### config.mk
export PLATFORM = sky130hd
export DESIGN_NAME = tsr_div
export DESIGN_NICKNAME = d
export VERILOG_FILES = /design/src/hw/rtl/tsr_pkg.sv /design/src/hw/rtl/tsr_div.sv
export SDC_FILE = /design/constraint.sdc
export NUM_CORES = 1
export LEC_CHECK = 0
export BUFFER_PORTS_ARGS = -buffer_cell sky130_fd_sc_hd__buf_2
export CORE_MARGIN = 2
export CORE_UTILIZATION = 50
export DETAILED_ROUTE_END_ITERATION = 16
export PLACE_DENSITY = 0.78
export SLEW_MARGIN = 20
export SYNTH_ARGS = -nofsm -noshare
export SYNTH_HDL_FRONTEND = slang
export SYNTH_SLANG_ARGS = --single-unit
### constraint.sdc
create_clock -name clk_i -period 2.7 [get_ports clk_i]
set_input_delay 0 -clock clk_i [delete_from_list [all_inputs] [get_ports clk_i]]
set_output_delay 0 -clock clk_i [all_outputs]
set_load 0.02 [all_outputs]
### src/hw/rtl/tsr_pkg.sv
// ----------------------------------------------------------------------------
// tsr_pkg
// Shared types, constants and helper functions of the twister rng block.
// ----------------------------------------------------------------------------
package tsr_pkg;

  // twister geometry
  localparam int unsigned IdxW    = 10;
  localparam logic [9:0]  Words   = 10'd624;
  localparam logic [9:0]  LastIdx = 10'd623;
  localparam logic [9:0]  Shift   = 10'd397;
  localparam logic [9:0]  FarWrap = 10'd227;

  // twister mixing constants
  localparam logic [31:0] TwUpper  = 32'h8000_0000;
  localparam logic [31:0] TwLower  = 32'h7FFF_FFFF;
  localparam logic [31:0] TwMatrix = 32'h9908_B0DF;

  // draw and linear generator constants
  localparam logic [31:0] Prime31    = 32'h7FFF_FFFF;
  localparam logic [31:0] TwoPrime31 = 32'hFFFF_FFFE;
  localparam logic [29:0] LcgMul     = 30'd907725;
  localparam logic [29:0] LcgAdd     = 30'd99979777;
  localparam logic [31:0] LcgSpan    = 32'h4000_0000;
  localparam logic [4:0]  SeedTwists = 5'd20;

  // command codes
  typedef enum logic [2:0] {
    FN_RANGE = 3'd0,
    FN_MOD   = 3'd1,
    FN_RAW   = 3'd2,
    FN_PUSH  = 3'd3,
    FN_POP   = 3'd4,
    FN_LCG   = 3'd5,
    FN_SEED  = 3'd6,
    FN_NONE  = 3'd7
  } func_e;

  // result status codes
  typedef enum logic [1:0] {
    ST_OK         = 2'd0,
    ST_ZERO_BOUND = 2'd1,
    ST_OVERLOAD   = 2'd2
  } status_e;

  // sequencer states
  typedef enum logic [3:0] {
    S_IDLE,
    S_DECODE,
    S_WORD,
    S_WREAD,
    S_WCAP,
    S_DIVA,
    S_DIVB,
    S_FILL,
    S_TW_START,
    S_TW_LOAD,
    S_TW_RD,
    S_TW_WR,
    S_DONE
  } state_e;

  // divider request
  typedef struct packed {
    logic        start;
    logic [31:0] dividend;
    logic [31:0] divisor;
  } div_req_t;

  // one twister recurrence step
  function automatic logic [31:0] twist_mix(input logic [31:0] hi, input logic [31:0] lo,
                                            input logic [31:0] far);
    logic [31:0] s;
    s = (hi & TwUpper) | (lo & TwLower);
    twist_mix = far ^ (s >> 1) ^ (s[0] ? TwMatrix : 32'd0);
  endfunction

  // one step of the 30-bit linear generator
  function automatic logic [31:0] lcg_next(input logic [31:0] x);
    logic [29:0] p;
    p = 30'(x[29:0] * LcgMul) + LcgAdd;
    lcg_next = {2'b00, p};
  endfunction

  // word modulo 2^31-1, the word is below three times the prime
  function automatic logic [31:0] prime_mod(input logic [31:0] w);
    if (w >= TwoPrime31) begin
      prime_mod = w - TwoPrime31;
    end else if (w >= Prime31) begin
      prime_mod = w - Prime31;
    end else begin
      prime_mod = w;
    end
  endfunction

endpackage

### src/hw/rtl/tsr_div.sv
// ----------------------------------------------------------------------------
// tsr_div
// Restoring divider, one quotient bit per cycle.
// ----------------------------------------------------------------------------
module tsr_div (
  input  logic               clk_i,
  input  logic               rst_ni,
  input  tsr_pkg::div_req_t  req_i,
  output logic               done_o,
  output logic [31:0]        quot_o,
  output logic [31:0]        rem_o
);

  logic        busy_q;
  logic        done_q;
  logic [5:0]  cnt_q;
  logic [31:0] rem_q;
  logic [31:0] quo_q;
  logic [31:0] den_q;
  logic [32:0] trial;
  logic        fits;

  // partial remainder with the next dividend bit shifted in
  assign trial = {rem_q, quo_q[31]};
  assign fits  = trial >= {1'b0, den_q};

  // control
  always_ff @(posedge clk_i or negedge rst_ni) begin
    if (!rst_ni) begin
      busy_q <= 1'b0;
      done_q <= 1'b0;
      cnt_q  <= 6'd0;
    end else if (req_i.start) begin
      busy_q <= 1'b1;
      done_q <= 1'b0;
      cnt_q  <= 6'd32;
    end else if (busy_q) begin
      cnt_q <= cnt_q - 6'd1;
      if (cnt_q == 6'd1) begin
        busy_q <= 1'b0;
        done_q <= 1'b1;
      end
    end else begin
      done_q <= 1'b0;
    end
  end

  // datapath
  always_ff @(posedge clk_i) begin
    if (req_i.start) begin
      rem_q <= 32'd0;
      quo_q <= req_i.dividend;
      den_q <= req_i.divisor;
    end else if (busy_q) begin
      if (fits) begin
        rem_q <= 32'(trial - {1'b0, den_q});
        quo_q <= {quo_q[30:0], 1'b1};
      end else begin
        rem_q <= trial[31:0];
        quo_q <= {quo_q[30:0], 1'b0};
      end
    end
  end

  assign done_o = done_q;
  assign quot_o = quo_q;
  assign rem_o  = rem_q;

endmodule

Word level (Yosys, flattened, before mapping)
Cells that the tools add are included.
Widths: inputs -> output; s select.
{ "op_classes": {"n_addsub": 2, "n_mul": 0, "n_div": 0, "order_cmp": 1, "n_eq_ne": 2, "shifts": 0, "n_mux": 12, "n_bitwise": 0, "n_reduce_logical": 1} }
{ "ops": {"columns": ["op", "count"], "rows": [
  ["$mux 32", 3],
  ["$ge 33x32->1", 1],
  ["$sub 32x32->32", 1],
  ["$mux 6", 2],
  ["$mux 1", 7],
  ["$eq 6x1->1 const B", 1],
  ["$sub 6x1->6 const B", 1],
  ["$ne 3x2->1 const B", 1],
  ["$reduce_bool 2->1", 1]
]} }
{ "word_totals": {"regBits": 104, "latchBits": 0, "ramBits": 0, "romBits": 0, "out_inout_bits": 65, "n_memories": 0} }

Logic depth before layout (Yosys ltp)
Gate-level depths: netlist of the first run.
{ "depth": {"depth_word": 4, "mapped_depth": 15, "ltp_nobuf": 12} }

Worst setup path before layout of the first run
OpenSTA, ideal clock, no wires.
{ "synth_timing": {"path_kind": "reg2reg", "start": "register quo_q[31], in the netlist quot_o[31]", "end": "register rem_q[28], in the netlist rem_o[28]", "setup_ns": 0.086, "arrival_time_ns": 2.774, "required_ns": 2.614, "setup_slack_ns": -0.160, "path_stages_with_launch": 13, "synth_period_minus_slack_ns": 2.860, "path_cell_list": "edfxtp_1 -> inv_1 -> ha_1 -> fa_1 -> nor2b_1 -> o21bai_1 -> a21oi_1 -> a311oi_1 -> o21ai_2 -> nand2_1 -> o211ai_1 -> mux2_2 -> a211oi_1"} }
{ "synth_between": {"elab_chain_cells": 2} }
{ "synth_rtl": {"columns": ["item", "line_no", "rtl"], "rows": [
  ["start, declared", "tsr_div.sv:18", "logic [31:0] quo_q;"],
  ["start signal, assigned", "tsr_div.sv:52", "quo_q <= req_i.dividend;"],
  ["start signal, assigned", "tsr_div.sv:57", "quo_q <= {quo_q[30:0], 1'b1};"],
  ["start signal, assigned", "tsr_div.sv:60", "quo_q <= {quo_q[30:0], 1'b0};"],
  ["$sub 32x32->32 or $ge 33x32->1 (tied branches)", "tsr_div.sv:56, tsr_div.sv:25", null],
  ["$mux 32 (*)", "tsr_div.sv:55", "if (fits) begin"],
  ["end signal, assigned", "tsr_div.sv:56", "rem_q <= 32'(trial - {1'b0, den_q});"],
  ["end signal, assigned", "tsr_div.sv:59", "rem_q <= trial[31:0];"],
  ["end, declared", "tsr_div.sv:17", "logic [31:0] rem_q;"]
]} }
Every way passes the cells marked *; elsewhere a longest branch is shown, timed or not.
A chain may end at the register's enable or synchronous reset.

Worst setup path in the final report of the first run
Ends and elaborated chain as after synthesis.

==> flow_metrics.env, run 1 <==
export IMPL_outcome="finished with violations"
export IMPL_violations="negative setup slack"
export IMPL_dieArea_mm2=0.0127
export IMPL_synth_compound_area_share=0.167
export IMPL_clk_pin_slew_ns=0.07
export IMPL_synth_top_cell_area_share=0.326
export IMPL_antenna_left=0
export IMPL_synthTopCellsByCount="edfxtp_1, nor2_1, a21oi_1, inv_1, nand2_1"
export IMPL_place_area_mm2=0.00692
export IMPL_rr_startpoint="quot_o[31]"
export IMPL_synth_async_sr_flop_share=0.0769
export IMPL_ir_drop_v=0.000780
export IMPL_synth_most_common_cell="edfxtp_1"
export IMPL_stdcell_area_mm2=0.00832
export IMPL_rr_endpoint="rem_o[28]"
export IMPL_root_buffer="clkbuf_16"
export IMPL_yosysSeqAreaShare=0.469
export IMPL_synth_top_cells_by_area="edfxtp_1, dfxtp_1, ha_1"
export IMPL_antenna_found_initial=0
export IMPL_worstRegToRegCells=12
export IMPL_grt_max_degree=61
export IMPL_h_tree_depth=3
export IMPL_clock_sinks=104
export IMPL_grt_pass1_wl_um=25500
export IMPL_drc_errors=0
export IMPL_wl_per_cell_um=17.3
export IMPL_die_h_um=113
export IMPL_num_rows=39
export IMPL_die_w_um=113
export IMPL_hold_path_class="input port to async pin"
export IMPL_cts_tree="built"
export IMPL_core_area_mm2=0.0115
export IMPL_synth_xor_xnor_area_share=0.0401
export IMPL_grt_overflow=0
export IMPL_crit_path_cell_trace="inv_2 -> ha_4 -> fa_2 -> nor2b_4 -> o21bai_4 -> a21oi_2 -> a311oi_2 -> o21ai_2 -> nand2_1 -> o211ai_1 -> mux2_4 -> a211oi_2"
export IMPL_syn_area_mm2=0.00590
export IMPL_clockBufferDepth=2
export IMPL_ys_seq_elements=104
export IMPL_placed_cells_incl_taps=864
export IMPL_gp_congestion=0.935
export IMPL_area_growth_syn_to_layout_pct=41.1
export IMPL_relSlewSlack=0.416
export IMPL_endpoint_kind="flop"
export IMPL_synth_edf_count=64
export IMPL_n_antenna_cell=0
export IMPL_worstSetupPathType="flop to flop"
export IMPL_wirelength_um=16500
export IMPL_setup_viol=3
export IMPL_cp_slowest_stage_delay_ns=0.41
export IMPL_dp_hpwl_um=10600
export IMPL_vias=5398
export IMPL_numCtsBuffers=9
export IMPL_start_util=0.514
export IMPL_synth_area_leader_cell="edfxtp_1"
export IMPL_ys_warn_count=0
export IMPL_cp_max_fo=3
export IMPL_ff2ff_setup_slack_ns=-0.05
export IMPL_synth_top_family_by_area="compound AO/OA/AOI/OAI gates"
export IMPL_drt_initial_drc_count=353
export IMPL_slew_violations=0
export IMPL_fin_worst_skew_ns=0.0136
export IMPL_postSynthNetCount=682
export IMPL_fmax_mhz=364
export IMPL_synth_flop_cell="edfxtp_1"
export IMPL_cp_arrival_ns=3.02
export IMPL_first_pass_iters=5
export IMPL_cp_start_kind="flop"
export IMPL_met2_length_um=8360
export IMPL_place_port_buffers=131
export IMPL_timing_final_hold_violations=0
export IMPL_worst_slew_pin_transition_ns=0.872
export IMPL_synth_fa_ha_area_frac=0.0756
export IMPL_ys_types=56
export IMPL_worstPathRequired_ns=2.98
export IMPL_crit_slowest_cell="edfxtp_1"
export IMPL_final_nets=910
export IMPL_num_io_pins=132
export IMPL_layout_setup_ws_ns=-0.0466
export IMPL_fin_cells=956
export IMPL_viasPerCell=5.65
export IMPL_routed_top_layer="met4"
export IMPL_min_period_ns=2.75
export IMPL_rsz0062_at_grt="true"
export IMPL_syn_avg_cell_area_um2=10.2
export IMPL_drt_met1_wl_um=6620
export IMPL_clock_latency_ns=0.36
export IMPL_first_global_vias=5425
export IMPL_tns_ns=-0.103
export IMPL_fin_crit_sh=1.02
export IMPL_dr_wl_met3_um=1170
export IMPL_leakagePower_nw=3.76
export IMPL_max_cap_violations=0
export IMPL_synthCells=580
export IMPL_drive_gt1_frac=0.354
export IMPL_synth_simple_area_share=0.107
export IMPL_yosys_mux_area_fraction=0.0906
export IMPL_power_density_mw_per_mm2=869
export IMPL_track_usage=0.251
how the worst max path moves through the flow:
stage / from / to / slack [ns] / cells after the start
floorplan: quot_o[31] / rem_o[28] / -0.02 / 12
global placement: quot_o[31] / rem_o[28] / -0.06 / 12
detailed placement: quot_o[31] / rem_o[30] / -0.1 / 12
CTS: quot_o[31] / rem_o[30] / -0.05 / 12
global route: den_q[1] / rem_o[6] / -0.15 / 10
finish: quot_o[31] / rem_o[28] / -0.05 / 12
cells in the final DEF, fill, tap and decap left out, types with 5 or more instances in the layout:
master	n
buf_2	130
dlygate4sd3_1	65
edfxtp_1	64
nor2_1	53
buf_4	45
inv_1	40
nand2_1	36
a21oi_1	35
mux2_2	33
dfxtp_1	31
ha_1	22
a211oi_1	20
o21ai_0	18
xnor2_1	17
a21o_1	14
mux2i_1	13
o21ai_1	12
nand3_1	10
ha_4	10
xor2_1	9
clkbuf_16	9
nand4_1	8
a21oi_2	8
dfrtp_1	8
nand2b_1	6
buf_6	5
power by group:
| part | internal [mW] | switching [mW] |
|---|---|---|
| clock network | 0.643 | 0.632 |
| logic | 1.68 | 2.00 |
| registers | 2.02 | 0.258 |
| total | 4.34 | 2.89 |
logic make-up after synthesis:
kind of cell	after synthesis
compound gates	153
simple gates	138
flops	104
buf+inv	74
mux	49
fa+ha+maj	35
xor+xnor	27
registers in the layout (all words and copies together) (netlist names):
signal and flops:
rem_o 32, done_o 1, den_q 32, quot_o 32
cnt_q 6, busy_q 1
area by class of cell:
type                       instances  area [µm²]
clock buffer                      10         229
inverter                          43         161
fill                             782        3150
multi-input combinational        403        3200
tap                              143         179
sequential                       104        2760
timing repair buffer             247        1730
clock inverter                     6        52.6
layer usage:
metal | track usage | vias to the layer above
met3 | 0.0815 | 39
met1 | 0.295 | 2565
met5 | 0 | -
met4 | 0.0821 | 0
li1 | - | 2556
met2 | 0.435 | 238
through the flow:
step                      utilization  total power [mW]  hold slack, ns  worst slack [ns]
after floorplan                     -              4.36          -0.296           -0.0241
after global placement          0.603              5.23          -0.157           -0.0605
after detailed placement        0.603              5.30          -0.151           -0.0978
after CTS                       0.693              6.76         0.00456           -0.0547
after global routing            0.725              7.63          0.0277            -0.146
final                           0.725              7.23         0.00407           -0.0466
what timing repair did:
item	CTS	global route
endpoints found under the setup margin	12	33
hold buffers	65	0
setup buffers	2	9
endpoints found under the hold margin	72	0
pin swaps	7	41
cloned	0	1
gates resized for setup	14	65
critical path: cells and delay by family (launching register included):
family          cells  cell delay, ns
buf+inv             1            0.07
flops               1            0.41
fa+ha+maj           2            0.53
mux                 1            0.33
compound gates      6            1.07
simple gates        2            0.26
(Power assumes the default switching activity.)
==> run 2, diff against run 1 <==
--- a/config.mk
+++ b/config.mk
@@ -7,9 +7,9 @@
 export LEC_CHECK = 0
 export BUFFER_PORTS_ARGS = -buffer_cell sky130_fd_sc_hd__buf_2
 export CORE_MARGIN = 2
-export CORE_UTILIZATION = 50
+export CORE_UTILIZATION = 40
 export DETAILED_ROUTE_END_ITERATION = 16
-export PLACE_DENSITY = 0.78
+export REMOVE_ABC_BUFFERS = 1
 export SLEW_MARGIN = 20
 export SYNTH_ARGS = -nofsm -noshare
 export SYNTH_HDL_FRONTEND = slang
==> run 2 against run 1 <==
  * The flow still finishes with violations (negative setup slack)
  * Cell area is 4.2% higher
  * Sequential cell count stayed put
  * Combinational power is 5.4% higher
  * Wire length is 1.7% lower
  * Worst hold slack better by 0.11 ns
  * Power is 4.0% higher
  * Critical endpoint is now quot_o[0]
  * Final cell count is 7.1% higher
  * Sequential share of layout area is 1.3 points lower
  * Clock skew is 0.0024 ns lower
  * Sequential power is 2% lower
  * Register-to-register slack worse by 0.02 ns
==> flow_metrics.env, run 2 (synthesized netlist as in run 1, its figures left out) <==
export IMPL_viasPerCell=5.20
export IMPL_cp_arrival_ns=2.98
export IMPL_area_growth_syn_to_layout_pct=47.0
export IMPL_antenna_found_initial=0
export IMPL_die_w_um=125
export IMPL_fin_worst_skew_ns=0.0111
export IMPL_outcome="finished with violations"
export IMPL_core_area_mm2=0.0145
export IMPL_place_port_buffers=131
export IMPL_worstSetupPathType="flop to flop"
export IMPL_crit_slowest_cell="o31a_4"
export IMPL_h_tree_depth=3
export IMPL_p_int_mw=4.59
export IMPL_cts_tree="built"
export IMPL_fmax_mhz=362
export IMPL_final_nets=937
export IMPL_wl_per_cell_um=15.9
export IMPL_grt_overflow=0
export IMPL_grt_max_degree=55
export IMPL_worstPathRequired_ns=2.92
export IMPL_drt_initial_drc_count=287
export IMPL_ff2ff_setup_slack_ns=-0.06
export IMPL_final_common_cell="buf_2"
export IMPL_die_h_um=125
export IMPL_num_rows=44
export IMPL_crit_start="den_q[1]"
export IMPL_holdWs_ns=0.110
export IMPL_rr_startpoint="den_q[1]"
export IMPL_hold_path_startpoint="req_i[64]"
export IMPL_track_usage=0.208
export IMPL_dieArea_mm2=0.0157
export IMPL_hold_path_class="input port to flop"
export IMPL_p_seq_frac=0.298
export IMPL_min_period_ns=2.76
export IMPL_numCtsBuffers=9
export IMPL_worstRegToRegCells=12
export IMPL_design_power_total_mw=7.51
export IMPL_whs_path_depth=2
export IMPL_first_pass_iters=5
export IMPL_dp_hpwl_um=11100
export IMPL_grt_pass1_wl_um=26600
export IMPL_max_cap_violations=0
export IMPL_cp_max_fo=8
export IMPL_layout_setup_ws_ns=-0.0630
export IMPL_antenna_left=0
export IMPL_clkPwrFrac=0.186
export IMPL_first_global_vias=5349
export IMPL_fin_cells=1024
export IMPL_endpoint_kind="flop"
export IMPL_ir_drop_v=0.000521
export IMPL_final_util=0.599
export IMPL_slew_violations=0
export IMPL_worst_slew_pin_transition_ns=0.829
export IMPL_drive_gt1_frac=0.389
export IMPL_p_switching_mw=2.92
export IMPL_setup_viol=12
export IMPL_place_area_mm2=0.00714
export IMPL_leakagePower_nw=3.91
export IMPL_vias=5323
export IMPL_start_util=0.407
export IMPL_fin_crit_sh=1.02
export IMPL_pre_cts_slack_ns=-0.188
export IMPL_num_io_pins=132
export IMPL_rsz0062_at_grt="true"
export IMPL_p_sw_frac=0.389
export IMPL_placed_cells_incl_taps=929
export IMPL_violations="negative setup slack"
export IMPL_gp_congestion=0.930
export IMPL_power_density_mw_per_mm2=867
export IMPL_layout_common_cells="buf_2, buf_4, dlygate4sd3_1"
export IMPL_clk_pin_slew_ns=0.08
export IMPL_relSlewSlack=0.445
export IMPL_pwr_share_comb=0.516
export IMPL_timing_final_hold_violations=0
export IMPL_clock_latency_ns=0.37
export IMPL_clockBufferDepth=2
export IMPL_stdcell_area_mm2=0.00867
export IMPL_rr_endpoint="quot_o[0]"
export IMPL_min_delay_worst_endpoint="rem_o[4]"
export IMPL_tns_ns=-0.261
export IMPL_crit_path_cell_trace="inv_2 -> ha_4 -> nor2b_4 -> o21ai_2 -> o21ai_2 -> a21oi_2 -> o41a_1 -> o31a_4 -> buf_8 -> buf_8 -> buf_6 -> mux2i_1"
export IMPL_cp_slowest_stage_delay_ns=0.46
export IMPL_clock_sinks=104
export IMPL_cp_start_kind="flop"
export IMPL_drc_errors=0
export IMPL_n_antenna_cell=0
export IMPL_root_buffer="clkbuf_16"
export IMPL_wirelength_um=16200
[run 2: how the worst max path moves through the flow]
| stage | depth (start not counted) | slack [ns] | end |
|---|---|---|---|
| finish | 12 | -0.06 | quot_o[0] |
| global placement | 13 | -0.1 | rem_o[28] |
| floorplan | 10 | -0.86 | rem_o[27] |
| global route | 12 | -0.13 | rem_o[5] |
| detailed placement | 13 | -0.19 | rem_o[28] |
| CTS | 13 | 0.001 | rem_o[26] |
[run 2: final cells by class]
cell class | count | area, µm²
Fill cell | 1225 | 5810
Timing Repair Buffer | 274 | 1940
Clock inverter | 7 | 85.1
Inverter | 43 | 161
Tap cell | 184 | 230
Multi-Input combinational cell | 403 | 3260
Sequential cell | 104 | 2760
Clock buffer | 9 | 225
[run 2: power by group through the flow]
stage                     Sequential (mW)  Combinational [mW]  Clock, mW
final                                2.24                3.88       1.40
after floorplan                      2.55                1.72          0
after global placement               2.23                3.18          0
after global routing                 2.29                4.23       1.49
after CTS                            2.22                3.47       1.44
after detailed placement             2.24                3.22          0
[run 2: what timing repair did]
item                                    4_1_cts  5_1_grt
hold buffers                                 66        0
pin swaps                                    12       36
gates cloned                                  1        0
setup buffers                                 6        7
endpoints found under the setup margin       33       32
endpoints found under the hold margin        72        0
gates resized for setup                      23       77
[run 2: routing by layer]
layer,wire (µm),GRT usage,vias up
met5,0,0,-
met2,7800,0.348,159
met4,190,0.0562,0
met3,1060,0.0565,15
li1,-,-,2614
met1,7200,0.266,2535
[run 2: critical path, delay by kind of cell (launching register included)]
family	cells	cell delay, ns
compound gates	5	1.26
buf+inv	4	0.47
flops	1	0.37
fa+ha+maj	1	0.26
simple gates	1	0.13
mux	1	0.11
==> run 3, diff against run 2 <==
--- a/config.mk
+++ b/config.mk
@@ -5,6 +5,7 @@
 export SDC_FILE = /design/constraint.sdc
 export NUM_CORES = 1
 export LEC_CHECK = 0
+export ABC_AREA = 1
 export BUFFER_PORTS_ARGS = -buffer_cell sky130_fd_sc_hd__buf_2
 export CORE_MARGIN = 2
 export CORE_UTILIZATION = 40
==> run 3 against run 2 <==
  * The run now ends clean
  * Critical path depth unchanged
  * Area after synthesis increased by 17%
  * Wire length grew 23%
  * Non-clock buffer count is 65 lower
  * Maximum frequency is 15% higher
  * Combinational power rose by 19%
  * Global-route usage rose by 2.0 points
  * First-iteration DRC count rose by 1.7%
  * Critical path type unchanged
  * Critical endpoint is now rem_o[1]
  * Largest power group unchanged
  * Highest routed layer unchanged
==> flow_metrics.env, run 3 <==
export IMPL_rr_startpoint="rem_o[23]"
export IMPL_num_io_pins=132
export IMPL_clk_pin_slew_ns=0.08
export IMPL_grt_overflow=0
export IMPL_hold_path_class="input port to flop"
export IMPL_cts_resized=0
export IMPL_layout_common_cells="nand2_1, inv_1, buf_2"
export IMPL_worst_slew_pin_transition_ns=0.815
export IMPL_first_pass_iters=5
export IMPL_n_antenna_cell=0
export IMPL_rr_endpoint="rem_o[1]"
export IMPL_fillers=1685
export IMPL_outcome="completed"
export IMPL_ys_types=33
export IMPL_ys_warn_count=0
export IMPL_fin_cells=1420
export IMPL_stdcell_area_mm2=0.00876
export IMPL_drc_errors=0
export IMPL_hold_path_startpoint="req_i[64]"
export IMPL_synthCells=997
export IMPL_num_rows=47
export IMPL_synth_top_cell_area_share=0.280
export IMPL_cp_start_kind="flop"
export IMPL_root_buffer="clkbuf_16"
export IMPL_synth_most_common_cell="nand2_1"
export IMPL_ys_seq_elements=104
export IMPL_track_usage=0.227
export IMPL_tns_ns=0
export IMPL_final_nets=1297
export IMPL_worstPathRequired_ns=2.93
export IMPL_die_h_um=135
export IMPL_whs_path_depth=4
export IMPL_h_tree_depth=3
export IMPL_endpoint_kind="flop"
export IMPL_synth_top_cells_by_area="edfxtp_1, nand2_1, inv_1"
export IMPL_worstRegToRegCells=12
export IMPL_design_power_total_mw=8.38
export IMPL_gp_congestion=0.949
export IMPL_syn_avg_cell_area_um2=6.89
export IMPL_area_growth_syn_to_layout_pct=27.5
export IMPL_vias=6635
export IMPL_final_util=0.524
export IMPL_clock_latency_ns=0.37
export IMPL_cts_setup_buffers=0
export IMPL_layout_setup_ws_ns=0.301
export IMPL_synth_area_leader_cell="edfxtp_1"
export IMPL_worstSetupPathType="flop to flop"
export IMPL_power_density_mw_per_mm2=957
export IMPL_synth_flop_cell="edfxtp_1"
export IMPL_holdWs_ns=0.0671
export IMPL_antenna_found_initial=0
export IMPL_fin_worst_skew_ns=0.0176
export IMPL_cp_max_fo=16
export IMPL_grt_max_degree=67
export IMPL_core_area_mm2=0.0167
export IMPL_leakagePower_nw=4.80
export IMPL_crit_start="rem_o[23]"
export IMPL_pre_cts_slack_ns=0.367
export IMPL_clockBufferDepth=2
export IMPL_placed_cells_incl_taps=1338
export IMPL_fin_crit_sh=0.889
export IMPL_wirelength_um=20000
export IMPL_syn_area_mm2=0.00687
export IMPL_cp_arrival_ns=2.62
export IMPL_timing_final_hold_violations=0
export IMPL_relSlewSlack=0.457
export IMPL_ir_drop_v=0.000482
export IMPL_place_area_mm2=0.00778
export IMPL_synthTopCellsByCount="nand2_1, inv_1, nand3_1"
export IMPL_ff2ff_setup_slack_ns=0.30
export IMPL_fmax_mhz=417
export IMPL_final_common_cell="nand2_1"
export IMPL_cts_tree="built"
export IMPL_dp_hpwl_um=15000
export IMPL_start_util=0.411
export IMPL_clock_sinks=104
export IMPL_numCtsBuffers=9
export IMPL_slew_violations=0
export IMPL_wl_per_cell_um=14.1
export IMPL_max_cap_violations=0
export IMPL_setup_viol=0
export IMPL_viasPerCell=4.67
export IMPL_grt_pass1_wl_um=32600
export IMPL_min_period_ns=2.40
export IMPL_drive_gt1_frac=0.143
export IMPL_synth_edf_count=64
export IMPL_yosysSeqAreaShare=0.402
export IMPL_antenna_left=0
export IMPL_drt_initial_drc_count=292
export IMPL_synth_async_sr_flop_share=0.0769
export IMPL_dieArea_mm2=0.0182
export IMPL_die_w_um=135
export IMPL_min_delay_worst_endpoint="quot_o[30]"
export IMPL_first_global_vias=6409
export IMPL_place_port_buffers=131
export IMPL_rsz0062_at_grt="false"
## run 3: how the worst max path moves through the flow
stage,to,slack [ns],cells past startpoint
2_1_floorplan,rem_o[12],0.35,12
3_3_place_gp,rem_o[1],0.34,12
3_5_place_dp,rem_o[0],0.37,12
4_1_cts,rem_o[31],0.34,14
5_1_grt,rem_o[30],0.12,14
6_report,rem_o[1],0.30,12
## run 3: kinds of logic (layout without fill, tap and decap cells)
| logic type | Yosys count | after routing | synth area share |
|---|---|---|---|
| adders and majority gates | 35 | 35 | 0.0648 |
| xor gates and xnor gates | 14 | 14 | 0.0178 |
| buffers and inverters | 211 | 414 | 0.122 |
| AOI/OAI and AO/OA | 50 | 50 | 0.0386 |
| and+or+nand+nor | 583 | 583 | 0.355 |
| DFF | 104 | 104 | 0.402 |
## run 3: metal layers
metal	GRT usage	share of wire	vias to the layer above
met5	0	0	-
met4	0.0428	0.014	0
met3	0.0544	0.063	18
met2	0.366	0.44	196
met1	0.315	0.48	2944
li1	-	-	3477
## run 3: critical path, stage by stage (launching register included)
cell,delay (ns)
dfxtp_1,0.34
ha_1,0.39
nand2_1,0.17
inv_1,0.05
a21oi_1,0.28
nand2_1,0.12
nand2_1,0.07
nand2_1,0.08
nor2_4,0.22
buf_4,0.27
nand3_1,0.11
nand3_1,0.09
o21ai_0,0.07
## run 3: report_power, final
part | internal [mW] | switching, mW
Combinational | 1.68 | 2.94
Clock | 0.751 | 0.694
Sequential | 2.05 | 0.271
## run 3: final cells by class
type / count / area [µm²] / share of cell area
clock inverters: 7 / 95.1 / 0.0109
flip-flops and latches: 104 / 2760 / 0.315
clock buffers: 9 / 225 / 0.0257
multi-input cells: 682 / 3270 / 0.374
well taps: 220 / 275 / 0.0314
repair buffers: 209 / 1420 / 0.162
inverters: 189 / 709 / 0.0810
## run 3: what timing repair did
action                     4_1_cts  5_1_grt
setup endpoints to repair        0        0
hold endpoints to repair        72        0
hold buffers                    66        0
